==> config.mk <==
export PLATFORM = sky130hd
export DESIGN_NAME = debounced_mru_list_tracker_unit_flat
export DESIGN_NICKNAME = d
export VERILOG_FILES = /design/src/dmru_pkg.sv /design/src/dmru_in_if.sv /design/src/dmru_out_if.sv /design/src/dmru_store.sv /design/src/debounced_mru_list_tracker_unit.sv /design/src/flat_wrapper.sv
export SDC_FILE = /design/constraint.sdc
export NUM_CORES = 1
export LEC_CHECK = 0
export BUFFER_PORTS_ARGS = -buffer_cell sky130_fd_sc_hd__buf_2
export CORE_ASPECT_RATIO = 1.5
export CORE_MARGIN = 2
export CORE_UTILIZATION = 62
export CTS_CLUSTER_DIAMETER = 80
export DETAILED_ROUTE_END_ITERATION = 16
export PLACE_DENSITY = 0.8
export SYNTH_ARGS = -nofsm -noshare
export SYNTH_HDL_FRONTEND = slang
export SYNTH_SLANG_ARGS = --single-unit
==> constraint.sdc <==
create_clock -name clk -period 5.5 [get_ports clk]
set_clock_uncertainty 0.2 [all_clocks]
set_input_delay 0.825 -clock clk [delete_from_list [all_inputs] [get_ports clk]]
set_output_delay 0.825 -clock clk [all_outputs]
set_load 0.02 [all_outputs]
==> src/dmru_pkg.sv <==
`timescale 1ns / 1ps
`default_nettype none

package dmru_pkg;

    localparam int LIST_DEPTH = 16;
    localparam int ID_BITS    = 16;
    localparam int IDX_BITS   = (LIST_DEPTH > 1) ? $clog2(LIST_DEPTH) : 1;
    localparam int COUNT_BITS = $clog2(LIST_DEPTH + 1);
    localparam int DELAY_BITS = 13;

    localparam logic [DELAY_BITS-1:0] DEBOUNCE_MAX = DELAY_BITS'(5000);

    typedef enum logic [2:0] {
        ACT_FOCUS  = 3'd0,
        ACT_TICK   = 3'd1,
        ACT_FLUSH  = 3'd2,
        ACT_LOCK   = 3'd3,
        ACT_CLEAR  = 3'd4,
        ACT_APPEND = 3'd5,
        ACT_READ   = 3'd6
    } action_t;

    typedef enum logic [2:0] {
        ST_OK        = 3'd0,
        ST_IGNORED   = 3'd1,
        ST_COMMITTED = 3'd2,
        ST_DROPPED   = 3'd3,
        ST_NOTHING   = 3'd4,
        ST_DUPLICATE = 3'd5,
        ST_INVALID   = 3'd6,
        ST_FULL      = 3'd7
    } status_t;

    typedef struct packed {
        logic                en;
        logic [IDX_BITS-1:0] addr;
        logic [ID_BITS-1:0]  data;
    } store_wr_t;

    // port words are 16 bits, list entries ID_BITS wide
    function automatic logic [ID_BITS-1:0] to_id(input logic [15:0] w);
        logic [47:0] wide;
        wide = 48'(w);
        return wide[ID_BITS-1:0];
    endfunction

    function automatic logic [15:0] from_id(input logic [ID_BITS-1:0] id);
        logic [47:0] wide;
        wide = 48'(id);
        return wide[15:0];
    endfunction

endpackage

`default_nettype wire

==> src/dmru_in_if.sv <==
`timescale 1ns / 1ps
`default_nettype none

interface dmru_in_if;
    logic        valid;
    logic        ready;
    logic [2:0]  action;
    logic [15:0] window_id;
    logic        still_valid;
    logic        lock_value;
    logic [3:0]  read_index;

    modport source (
        output valid, action, window_id, still_valid, lock_value, read_index,
        input  ready
    );

    modport sink (
        input  valid, action, window_id, still_valid, lock_value, read_index,
        output ready
    );
endinterface

`default_nettype wire

==> src/dmru_out_if.sv <==
`timescale 1ns / 1ps
`default_nettype none

interface dmru_out_if;
    logic        valid;
    logic        ready;
    logic [2:0]  status;
    logic [15:0] entry_window;
    logic        entry_present;
    logic [4:0]  list_count;
    logic        pending_flag;
    logic        locked_flag;

    modport source (
        output valid, status, entry_window, entry_present, list_count,
               pending_flag, locked_flag,
        input  ready
    );

    modport sink (
        input  valid, status, entry_window, entry_present, list_count,
               pending_flag, locked_flag,
        output ready
    );
endinterface

`default_nettype wire

==> src/dmru_store.sv <==
`timescale 1ns / 1ps
`default_nettype none

module dmru_store (
    input  wire logic                           clk,
    input  wire dmru_pkg::store_wr_t            wr,
    input  wire logic [dmru_pkg::IDX_BITS-1:0]  rd_addr,
    output logic      [dmru_pkg::ID_BITS-1:0]   rd_data
);

    logic [dmru_pkg::ID_BITS-1:0] mem [dmru_pkg::LIST_DEPTH];

    always_ff @(posedge clk)
    begin
        if (wr.en)
        begin
            mem[wr.addr] <= wr.data;
        end
        rd_data <= mem[rd_addr];
    end

endmodule

`default_nettype wire

==> src/debounced_mru_list_tracker_unit.sv <==
`timescale 1ns / 1ps
`default_nettype none

// channel  | dir | handshake     | word
// item     | in  | valid/ready   | action, window_id, still_valid, lock_value, read_index
// result   | out | valid/ready   | status, entry_window, entry_present, list_count, flags
// cfg      | in  | cfg_wen       | cfg_wdata = debounce delay in ticks, saturates at 5000
//
// One word in flight at a time; item.ready is high only while the sequencer is idle.
// Simple actions step through accept, front read and result load. A seed append adds a
// list search; a valid commit adds the search, a shift of the entries and one front write.
// A result held by a stalled sink parks the sequencer before the result load.
// rst_n clears control state; list RAM contents are not reset, and entries at or beyond the count are never used.

module debounced_mru_list_tracker_unit (
    input  wire logic        clk,
    input  wire logic        rst_n,
    input  wire logic        cfg_wen,
    input  wire logic [12:0] cfg_wdata,
    dmru_in_if.sink          item,
    dmru_out_if.source       result
);

    typedef enum logic [2:0] {
        S_IDLE,
        S_SEARCH,
        S_SHIFT,
        S_PUT,
        S_FRONT,
        S_OUT
    } state_t;

    localparam int IB = dmru_pkg::IDX_BITS;
    localparam int CB = dmru_pkg::COUNT_BITS;
    localparam int DB = dmru_pkg::DELAY_BITS;
    localparam int WB = dmru_pkg::ID_BITS;

    state_t state_reg, state_next;

    logic [DB-1:0] debounce_reg, debounce_next;
    logic [DB-1:0] delay_reg, delay_next;
    logic          pend_vld_reg, pend_vld_next;
    logic [WB-1:0] pend_win_reg, pend_win_next;
    logic          locked_reg, locked_next;
    logic [CB-1:0] count_reg, count_next;

    logic [WB-1:0] key_reg, key_next;
    logic          commit_reg, commit_next;
    logic          is_read_reg, is_read_next;
    logic [3:0]    ridx_reg, ridx_next;
    dmru_pkg::status_t status_reg, status_next;

    logic [CB-1:0] issue_reg, issue_next;
    logic          cmp_vld_reg, cmp_vld_next;
    logic [IB-1:0] cmp_idx_reg, cmp_idx_next;
    logic [IB-1:0] j_reg, j_next;
    logic [IB-1:0] dst_reg, dst_next;
    logic          shift_vld_reg, shift_vld_next;

    logic          out_vld_reg, out_vld_next;
    logic [2:0]    out_status_reg, out_status_next;
    logic [15:0]   out_entry_reg, out_entry_next;
    logic          out_present_reg, out_present_next;
    logic [4:0]    out_count_reg, out_count_next;
    logic          out_pend_reg, out_pend_next;
    logic          out_lock_reg, out_lock_next;

    dmru_pkg::store_wr_t store_wr;
    logic [IB-1:0] rd_addr;
    logic [WB-1:0] rd_data;

    logic [7:0]    ridx_w;
    logic [7:0]    count_w;
    logic [IB-1:0] front_addr;
    logic          full;
    logic          hit;
    logic          present;
    logic          do_commit;
    logic          accept;

    dmru_store u_store (
        .clk     (clk),
        .wr      (store_wr),
        .rd_addr (rd_addr),
        .rd_data (rd_data)
    );

    assign accept     = item.valid && item.ready;
    assign ridx_w     = 8'(ridx_reg);
    assign count_w    = 8'(count_reg);
    assign front_addr = is_read_reg ? ridx_w[IB-1:0] : '0;
    assign full       = (count_reg == CB'(dmru_pkg::LIST_DEPTH));
    assign hit        = cmp_vld_reg && (rd_data == key_reg);
    assign present    = is_read_reg ? (ridx_w < count_w) : (count_reg != '0);

    assign item.ready           = (state_reg == S_IDLE);
    assign result.valid         = out_vld_reg;
    assign result.status        = out_status_reg;
    assign result.entry_window  = out_entry_reg;
    assign result.entry_present = out_present_reg;
    assign result.list_count    = out_count_reg;
    assign result.pending_flag  = out_pend_reg;
    assign result.locked_flag   = out_lock_reg;

    always_comb
    begin
        state_next       = state_reg;
        debounce_next    = debounce_reg;
        delay_next       = delay_reg;
        pend_vld_next    = pend_vld_reg;
        pend_win_next    = pend_win_reg;
        locked_next      = locked_reg;
        count_next       = count_reg;
        key_next         = key_reg;
        commit_next      = commit_reg;
        is_read_next     = is_read_reg;
        ridx_next        = ridx_reg;
        status_next      = status_reg;
        issue_next       = issue_reg;
        cmp_vld_next     = cmp_vld_reg;
        cmp_idx_next     = cmp_idx_reg;
        j_next           = j_reg;
        dst_next         = dst_reg;
        shift_vld_next   = shift_vld_reg;
        out_vld_next     = out_vld_reg && !result.ready;
        out_status_next  = out_status_reg;
        out_entry_next   = out_entry_reg;
        out_present_next = out_present_reg;
        out_count_next   = out_count_reg;
        out_pend_next    = out_pend_reg;
        out_lock_next    = out_lock_reg;
        store_wr         = '0;
        rd_addr          = front_addr;
        do_commit        = 1'b0;

        if (cfg_wen)
        begin
            debounce_next = (cfg_wdata > dmru_pkg::DEBOUNCE_MAX) ? dmru_pkg::DEBOUNCE_MAX
                                                                 : cfg_wdata;
        end

        unique case (state_reg)
            S_IDLE:
            begin
                if (accept)
                begin
                    status_next  = dmru_pkg::ST_OK;
                    is_read_next = (item.action == dmru_pkg::ACT_READ);
                    ridx_next    = item.read_index;
                    state_next   = S_FRONT;
                    unique case (dmru_pkg::action_t'(item.action))
                        dmru_pkg::ACT_FOCUS:
                        begin
                            if (locked_reg)
                            begin
                                status_next = dmru_pkg::ST_IGNORED;
                            end
                            else
                            begin
                                pend_vld_next = 1'b1;
                                pend_win_next = dmru_pkg::to_id(item.window_id);
                                delay_next    = debounce_reg;
                            end
                        end
                        dmru_pkg::ACT_TICK:
                        begin
                            if (pend_vld_reg)
                            begin
                                if (delay_reg <= DB'(1))
                                begin
                                    do_commit = 1'b1;
                                end
                                else
                                begin
                                    delay_next = delay_reg - DB'(1);
                                end
                            end
                        end
                        dmru_pkg::ACT_FLUSH:
                        begin
                            if (pend_vld_reg)
                            begin
                                do_commit = 1'b1;
                            end
                            else
                            begin
                                status_next = dmru_pkg::ST_NOTHING;
                            end
                        end
                        dmru_pkg::ACT_LOCK:
                        begin
                            if (item.lock_value && !locked_reg)
                            begin
                                pend_vld_next = 1'b0;
                                pend_win_next = '0;
                                delay_next    = '0;
                            end
                            locked_next = item.lock_value;
                        end
                        dmru_pkg::ACT_CLEAR:
                        begin
                            count_next = '0;
                        end
                        dmru_pkg::ACT_APPEND:
                        begin
                            if (!item.still_valid)
                            begin
                                status_next = dmru_pkg::ST_INVALID;
                            end
                            else
                            begin
                                key_next     = dmru_pkg::to_id(item.window_id);
                                commit_next  = 1'b0;
                                issue_next   = '0;
                                cmp_vld_next = 1'b0;
                                state_next   = S_SEARCH;
                            end
                        end
                        default:
                        begin
                        end
                    endcase

                    if (do_commit)
                    begin
                        pend_vld_next = 1'b0;
                        pend_win_next = '0;
                        delay_next    = '0;
                        if (!item.still_valid)
                        begin
                            status_next = dmru_pkg::ST_DROPPED;
                        end
                        else
                        begin
                            status_next  = dmru_pkg::ST_COMMITTED;
                            key_next     = pend_win_reg;
                            commit_next  = 1'b1;
                            issue_next   = '0;
                            cmp_vld_next = 1'b0;
                            state_next   = S_SEARCH;
                        end
                    end
                end
            end

            S_SEARCH:
            begin
                // one read issued per cycle, compared against the key in the cycle after
                rd_addr = issue_reg[IB-1:0];
                if (!hit && (issue_reg < count_reg))
                begin
                    cmp_vld_next = 1'b1;
                    cmp_idx_next = issue_reg[IB-1:0];
                    issue_next   = issue_reg + CB'(1);
                end
                else
                begin
                    cmp_vld_next = 1'b0;
                    if (commit_reg)
                    begin
                        shift_vld_next = 1'b0;
                        state_next     = S_SHIFT;
                        if (hit)
                        begin
                            j_next = cmp_idx_reg;
                        end
                        else if (full)
                        begin
                            j_next = IB'(dmru_pkg::LIST_DEPTH - 1);
                        end
                        else
                        begin
                            j_next     = count_reg[IB-1:0];
                            count_next = count_reg + CB'(1);
                        end
                    end
                    else
                    begin
                        state_next = S_FRONT;
                        if (hit)
                        begin
                            status_next = dmru_pkg::ST_DUPLICATE;
                        end
                        else if (full)
                        begin
                            status_next = dmru_pkg::ST_FULL;
                        end
                        else
                        begin
                            store_wr.en   = 1'b1;
                            store_wr.addr = count_reg[IB-1:0];
                            store_wr.data = key_reg;
                            count_next    = count_reg + CB'(1);
                        end
                    end
                end
            end

            S_SHIFT:
            begin
                // move entries down by one, from the back toward the front
                rd_addr = j_reg - IB'(1);
                if (shift_vld_reg)
                begin
                    store_wr.en   = 1'b1;
                    store_wr.addr = dst_reg;
                    store_wr.data = rd_data;
                end
                if (j_reg != '0)
                begin
                    shift_vld_next = 1'b1;
                    dst_next       = j_reg;
                    j_next         = j_reg - IB'(1);
                end
                else
                begin
                    shift_vld_next = 1'b0;
                    if (!shift_vld_reg)
                    begin
                        state_next = S_PUT;
                    end
                end
            end

            S_PUT:
            begin
                store_wr.en   = 1'b1;
                store_wr.addr = '0;
                store_wr.data = key_reg;
                state_next    = S_FRONT;
            end

            S_FRONT:
            begin
                state_next = S_OUT;
            end

            S_OUT:
            begin
                if (!out_vld_reg || result.ready)
                begin
                    out_vld_next     = 1'b1;
                    out_status_next  = status_reg;
                    out_entry_next   = present ? dmru_pkg::from_id(rd_data) : 16'd0;
                    out_present_next = present;
                    out_count_next   = count_w[4:0];
                    out_pend_next    = pend_vld_reg;
                    out_lock_next    = locked_reg;
                    state_next       = S_IDLE;
                end
            end

            default:
            begin
                state_next = S_IDLE;
            end
        endcase
    end

    always_ff @(posedge clk or negedge rst_n)
    begin
        if (!rst_n)
        begin
            state_reg       <= S_IDLE;
            debounce_reg    <= '0;
            delay_reg       <= '0;
            pend_vld_reg    <= 1'b0;
            pend_win_reg    <= '0;
            locked_reg      <= 1'b0;
            count_reg       <= '0;
            key_reg         <= '0;
            commit_reg      <= 1'b0;
            is_read_reg     <= 1'b0;
            ridx_reg        <= '0;
            status_reg      <= dmru_pkg::ST_OK;
            issue_reg       <= '0;
            cmp_vld_reg     <= 1'b0;
            cmp_idx_reg     <= '0;
            j_reg           <= '0;
            dst_reg         <= '0;
            shift_vld_reg   <= 1'b0;
            out_vld_reg     <= 1'b0;
            out_status_reg  <= '0;
            out_entry_reg   <= '0;
            out_present_reg <= 1'b0;
            out_count_reg   <= '0;
            out_pend_reg    <= 1'b0;
            out_lock_reg    <= 1'b0;
        end
        else
        begin
            state_reg       <= state_next;
            debounce_reg    <= debounce_next;
            delay_reg       <= delay_next;
            pend_vld_reg    <= pend_vld_next;
            pend_win_reg    <= pend_win_next;
            locked_reg      <= locked_next;
            count_reg       <= count_next;
            key_reg         <= key_next;
            commit_reg      <= commit_next;
            is_read_reg     <= is_read_next;
            ridx_reg        <= ridx_next;
            status_reg      <= status_next;
            issue_reg       <= issue_next;
            cmp_vld_reg     <= cmp_vld_next;
            cmp_idx_reg     <= cmp_idx_next;
            j_reg           <= j_next;
            dst_reg         <= dst_next;
            shift_vld_reg   <= shift_vld_next;
            out_vld_reg     <= out_vld_next;
            out_status_reg  <= out_status_next;
            out_entry_reg   <= out_entry_next;
            out_present_reg <= out_present_next;
            out_count_reg   <= out_count_next;
            out_pend_reg    <= out_pend_next;
            out_lock_reg    <= out_lock_next;
        end
    end

    a_count_bound: assert property (@(posedge clk) disable iff (!rst_n)
        count_reg <= CB'(dmru_pkg::LIST_DEPTH))
        else $error("list count above depth");

    a_lock_no_pending: assert property (@(posedge clk) disable iff (!rst_n)
        locked_reg |-> !pend_vld_reg)
        else $error("commit pending while locked");

    a_idle_delay: assert property (@(posedge clk) disable iff (!rst_n)
        !pend_vld_reg |-> (delay_reg == '0))
        else $error("countdown running with nothing pending");

    a_accept_leaves_idle: assert property (@(posedge clk) disable iff (!rst_n)
        accept |=> (state_reg != S_IDLE))
        else $error("accepted word not processed");

    a_write_busy: assert property (@(posedge clk) disable iff (!rst_n)
        store_wr.en |-> (state_reg != S_IDLE) && !item.ready)
        else $error("list write while idle");

endmodule

`default_nettype wire
==> src/flat_wrapper.sv <==
// flat-port wrapper written by rule: the top's interface ports become plain ports
module debounced_mru_list_tracker_unit_flat 
  (clk, rst_n, cfg_wen, cfg_wdata, item_valid, item_action, item_window_id, item_still_valid, item_lock_value, item_read_index, item_ready, result_valid, result_status, result_entry_window, result_entry_present, result_list_count, result_pending_flag, result_locked_flag, result_ready);
  dmru_in_if item_i ();
  dmru_out_if result_i ();
  input  wire logic clk;
  input  wire logic rst_n;
  input  wire logic cfg_wen;
  input  wire logic [12:0] cfg_wdata;
  input wire logic [$bits(item_i.valid)-1:0] item_valid;
  input wire logic [$bits(item_i.action)-1:0] item_action;
  input wire logic [$bits(item_i.window_id)-1:0] item_window_id;
  input wire logic [$bits(item_i.still_valid)-1:0] item_still_valid;
  input wire logic [$bits(item_i.lock_value)-1:0] item_lock_value;
  input wire logic [$bits(item_i.read_index)-1:0] item_read_index;
  output wire logic [$bits(item_i.ready)-1:0] item_ready;
  output wire logic [$bits(result_i.valid)-1:0] result_valid;
  output wire logic [$bits(result_i.status)-1:0] result_status;
  output wire logic [$bits(result_i.entry_window)-1:0] result_entry_window;
  output wire logic [$bits(result_i.entry_present)-1:0] result_entry_present;
  output wire logic [$bits(result_i.list_count)-1:0] result_list_count;
  output wire logic [$bits(result_i.pending_flag)-1:0] result_pending_flag;
  output wire logic [$bits(result_i.locked_flag)-1:0] result_locked_flag;
  input wire logic [$bits(result_i.ready)-1:0] result_ready;
  assign item_i.valid = item_valid;
  assign item_i.action = item_action;
  assign item_i.window_id = item_window_id;
  assign item_i.still_valid = item_still_valid;
  assign item_i.lock_value = item_lock_value;
  assign item_i.read_index = item_read_index;
  assign item_ready = item_i.ready;
  assign result_valid = result_i.valid;
  assign result_status = result_i.status;
  assign result_entry_window = result_i.entry_window;
  assign result_entry_present = result_i.entry_present;
  assign result_list_count = result_i.list_count;
  assign result_pending_flag = result_i.pending_flag;
  assign result_locked_flag = result_i.locked_flag;
  assign result_i.ready = result_ready;
  debounced_mru_list_tracker_unit u_core (.clk(clk), .rst_n(rst_n), .cfg_wen(cfg_wen), .cfg_wdata(cfg_wdata), .item(item_i), .result(result_i));
endmodule
== Word level (Yosys, flattened, before mapping) ==
Memory sizes are Yosys's and may differ from the RTL's. A register that Yosys moved wholly into a read port is not among the register bits.
Index checks and enable logic that the tools add are counted.
Cells by class
  $add $sub $neg: 4
  $lt $le $gt $ge: 4
  equality and inequality tests: 30
  mux-type cells: 96
  reduce and logical (&&, ||, !) cells: 32
Operator list (count)
  16-bit two-way mux: 8
  21-bit two-way mux: 5
  13-bit two-way mux: 6
  21-bit one-hot mux with 3 select lines: 1
  5-bit two-way mux: 11
  3-bit two-way mux: 18
  13-bit one-hot mux with 3 select lines: 1
  16-bit one-hot mux with 2 select lines: 1
  1-bit two-way mux: 28
  4-bit two-way mux: 6
  5-bit one-hot mux with 2 select lines: 2
  3-bit one-hot mux with 6 select lines: 1
  16-bit == test: 1
  2-bit != test, second input constant: 8
  4-bit one-hot mux with 2 select lines: 2
  3-bit == test, second input constant: 5
  5-bit AND reduction: 3
  13-bit > comparator, second input constant: 1
  13-bit by 1-bit <= comparator with 1-bit output, second input constant: 1
  13-bit by 1-bit subtractor with 13-bit output, second input constant: 1
  3-bit by 2-bit == test with 1-bit output, second input constant: 4
  5-bit by 1-bit adder with 5-bit output, second input constant: 2
  2-bit AND reduction: 5
  3-bit by 1-bit != test with 1-bit output, second input constant: 3
  other kinds (22): 42
Word-level totals
  register bits after elaboration: 124
  RAM bits: 256
  output and inout port bits: 29
  word-level logic and storage cells: 192
  memories: 1
Memories
  u_core.u_store.mem: words 16, bits a word 16, rd ports 1, clocked after memory_dff 1, write ports 1, line dmru_store.sv:11  | logic [dmru_pkg::ID_BITS-1:0] mem [dmru_pkg::LIST_DEPTH];

== Longest topological paths before layout ==
  depth after elaboration: 9
  mapped depth: 10

== Hierarchy ==
Synthesis repeated with hierarchy kept, for this count alone.
Second synthesis, totals
  cell total of the unflattened synthesis: 1125
  area, all modules: 16588.4 um^2
Modules (own cells, without submodules)
  dmru_store: times used 1, cells each 432, area an instance 10042.1 um^2, sequential area each 8007.7 um^2
  debounced_mru_list_tracker_unit: times used 1, cells each 693, area an instance 6546.3 um^2, sequential area each 3103.0 um^2

== Worst setup path after synthesis ==
No wires, ideal clock.
  path type: register to register
  start point: reg (tool-made name)
  end point: mem u_core.u_store.mem[0][0] (netlist bit) (enable)
  library setup time: 409 ps
  data arrival time: 3249 ps
  data required time: 4891 ps
  path slack: 1642 ps
  stages on the path, launching flop included: 8
  path through: dfrtp_1 > xor2_1 > nor4_1 > nand2_1 > or4_4 > a41o_1 > or3_4 > nor3_1
RTL lines (line)
  end, declared: dmru_store.sv:11

== Worst setup path after layout ==
  start point: reg u_core.state_reg[2]
  end point: mem u_core.u_store.mem[15][11] (netlist bit) (enable)
On the way
  longest elaborated chain between the ends: 4
RTL lines
  start, declared: line debounced_mru_list_tracker_unit.sv:38  | state_t state_reg, state_next;
  start signal, assigned: line debounced_mru_list_tracker_unit.sv:392  | state_reg <= state_next;
  3-bit by 2-bit == test with 1-bit output / 3-bit by 1-bit == test with 1-bit output (equally long branches): line debounced_mru_list_tracker_unit.sv:142  | unique case (state_reg)
  21-bit one-hot mux with 3 select lines *: line debounced_mru_list_tracker_unit.sv:142
  1-bit two-way mux: line dmru_store.sv:15  | if (wr.en)
  1-bit two-way mux (implied by the code): line dmru_store.sv:17  | mem[wr.addr] <= wr.data;
Mark *: on every way between the ends. The rest lies on a longest branch, timed or not.

==> metrics <==
global-route wire length before repair=slightly below 60000 um; slowest stage delay, CP=870 ps; Worst Hold Class=in2async; gr usage total=0.260; vias in the first global route=approximately 11k; gpl congestion=0.894; drt pass-1 iters=5; Yosys reg bits=a little under 400; Req. time, crit path=5450 ps; critical path class=reg2reg; FP Rows=74; clk slew on worst S/H paths=70 ps; P per Cell Area=536 nW/um^2; Synth Net Count=1376; worst r2r src=u_core.state_reg[2]; Port Buf Inserts=71; CTS Hold Buffers Added=0; DR WL/cell=between 20 and 25 um; Die Ht=about 210 um; crit path from=u_core.state_reg[2]; Worst Path Arrival=4110 ps; Starting Density=0.630; DRC=0; Final setup viols=0; async set-reset flop share out of synthesis=0.313; Via Count=10.9k; max cap viols=0; fin crit period=4170 ps; ANT cells=0; VDD IR max=about 0.42 mV; syn avg cell area=12.9 um^2; worst slack at placement=1370 ps; final-report hold violation count=0; final setup TNS=0 ps; CTS Buf Count=35; clock root cell=clkbuf_16; I/O pin cnt=72; share of layout cells above drive strength 1=0.148; actual slew at the worst max-slew pin=1170 ps; Primary FF master, synth=edfxtp_1; DP HPWL=24900 um; Post-synth EDFFs=256; register area share after synthesis=0.651; P&R area growth vs syn=11.2%; H-tree Lvls=2; Pleak=7.81 nW; hold_ws=16.7 ps; RSZ-0062 raised after global routing=no; nets@finish=1440; Slew headroom=0.213; DRT antenna net count=0; Netlist cell types=68; Synth Instances=between 1k and 1.5k; Worst setup SP type=flop; die width=140 um; post-CTS setup buffer count=0; grt ovf=0; Bufs on Longest Clock Path=3; status=finished, final reports clean; crit end category=flop; Biggest register=u_core.u_store.mem; die area=28900 um^2; Clock Latency Late Sink=530 ps; initial antenna violation count=0; vias per cell=6.21; worst path cell trace=nor3b_1 > and2_1 > nand2_1 > o2bb2ai_1 > a31oi_1 > nor2_2; Final Max Tran Viols=0; post-layout util=0.700; PnR worst setup slack=1330 ps; Syn Std Cell Area=roughly 17000 um^2; Post-CTS Resized=0; Slowest cell on crit path=nor3b_1; DRT iter0 DRCs=871; drt total wl=37700 um; crit-path max FO=24; Highest Clock Rate=240 MHz; Syn. warnings=0; clock tree sinks=between 300 and 400; Tot Pwr=a little over 0.01 W; TritonCTS clock tree=done; final worst-path cycle share=0.758; largest net degree at the start of global routing=129; core area=roughly 27000 um^2; number of flip-flops in the largest register=256
[report_power, final]
group	leakage, nW	switching, W	internal, W
clock	0.573	0.00105	0.00145
combinational	3.27	0.00216	0.00138
sequential	3.96	0.000427	0.00370
total	7.81	0.00364	0.00653
[per-stage QoR]
step | instance area, um^2 | instances
2_1_floorplan | 17100 | 1320
3_3_place_gp | 17800 | 1689
3_5_place_dp | 17800 | 1689
4_1_cts | 19000 | 1752
5_1_grt | 19000 | 1752
6_report | 19000 | 1752
[synth_stat cells, types with 10 or more instances]
cell type / n / area [um^2]
a21oi_1: 76 / 380
mux2i_1: 133 / 1330
a22o_1: 36 / 315
o21ai_0: 67 / 335
a22oi_1: 40 / 300
nand3_1: 11 / 55.1
dfrtp_1: 124 / 3100
nor2_1: 99 / 372
edfxtp_1: 256 / 7690
nor3_1: 26 / 130
nand2_1: 129 / 484
ha_1: 13 / 163
xor2_1: 10 / 87.6
xnor2_1: 13 / 114
mux2_2: 40 / 450
clkbuf_1: 29 / 109
buf_2: 24 / 120
dfxtp_1: 16 / 320
o221ai_1: 16 / 140
inv_1: 33 / 124
[critical path: cells and delay by family (launching register included)]
kind               cells  cell delay [ps]
and+or+nand+nor        4             2550
DFF                    1              640
AOI/OAI and AO/OA      2              380
[layout by cell type (no fill, tap or decap), types with 37 or more instances in the layout]
| master | count |
|---|---|
| mux2i_1 | 133 |
| clkbuf_16 | 37 |
| mux2_2 | 40 |
| a21oi_1 | 75 |
| nor2_1 | 91 |
| a22oi_1 | 40 |
| dfrtp_1 | 124 |
| buf_2 | 70 |
| o21ai_0 | 67 |
| edfxtp_1 | 256 |
| nand2_1 | 129 |
[cell type report]
class                      instances  area [um^2]
sequential                       396        11100
inverter                          34          128
tap                              342          428
timing repair buffer              89          518
multi-input combinational        828         5630
clock buffer                      46          980
clock inverter                    17          204
fill                            1851         8130
[kinds of logic (layout without fill, tap and decap cells)]
logic type               Yosys count  in the layout  share of synthesized area
AO/OA/AOI/OAI                    300            300                      0.115
XOR/XNOR                          23             23                     0.0118
adder cells (fa/ha/maj)           13             13                    0.00952
buffers and inverters             96            186                     0.0246
flip-flops                       396            396                      0.651
multiplexers                     173            173                      0.104
AND/OR/NAND/NOR                  319            319                     0.0837
[layer usage]
layer | GRT usage | vias to the layer above | wire (um)
met4 | 0.0874 | 0 | 1240
met2 | 0.467 | 383 | 20100
met1 | 0.328 | 5352 | 14600
met3 | 0.0300 | 83 | 1840
li1 | - | 5062 | -
met5 | 0 | - | 0
[worst paths after layout]
check / endpoint / slack [ps] / cells past startpoint
max: u_core.u_store.mem[15][11] / 1330 / 6
min: u_core.delay_reg[11] / 20 / 1
max reg2reg: u_core.u_store.mem[15][11] / 1330 / 6
min reg2reg: u_core.result.status[0] / 280 / 2
max in group asynchronous: u_core.result.entry_window[15] / 4010 / 2
min in group clk: u_core.result.status[0] / 280 / 2
No activity file was read; power rests on OpenSTA's default activity.
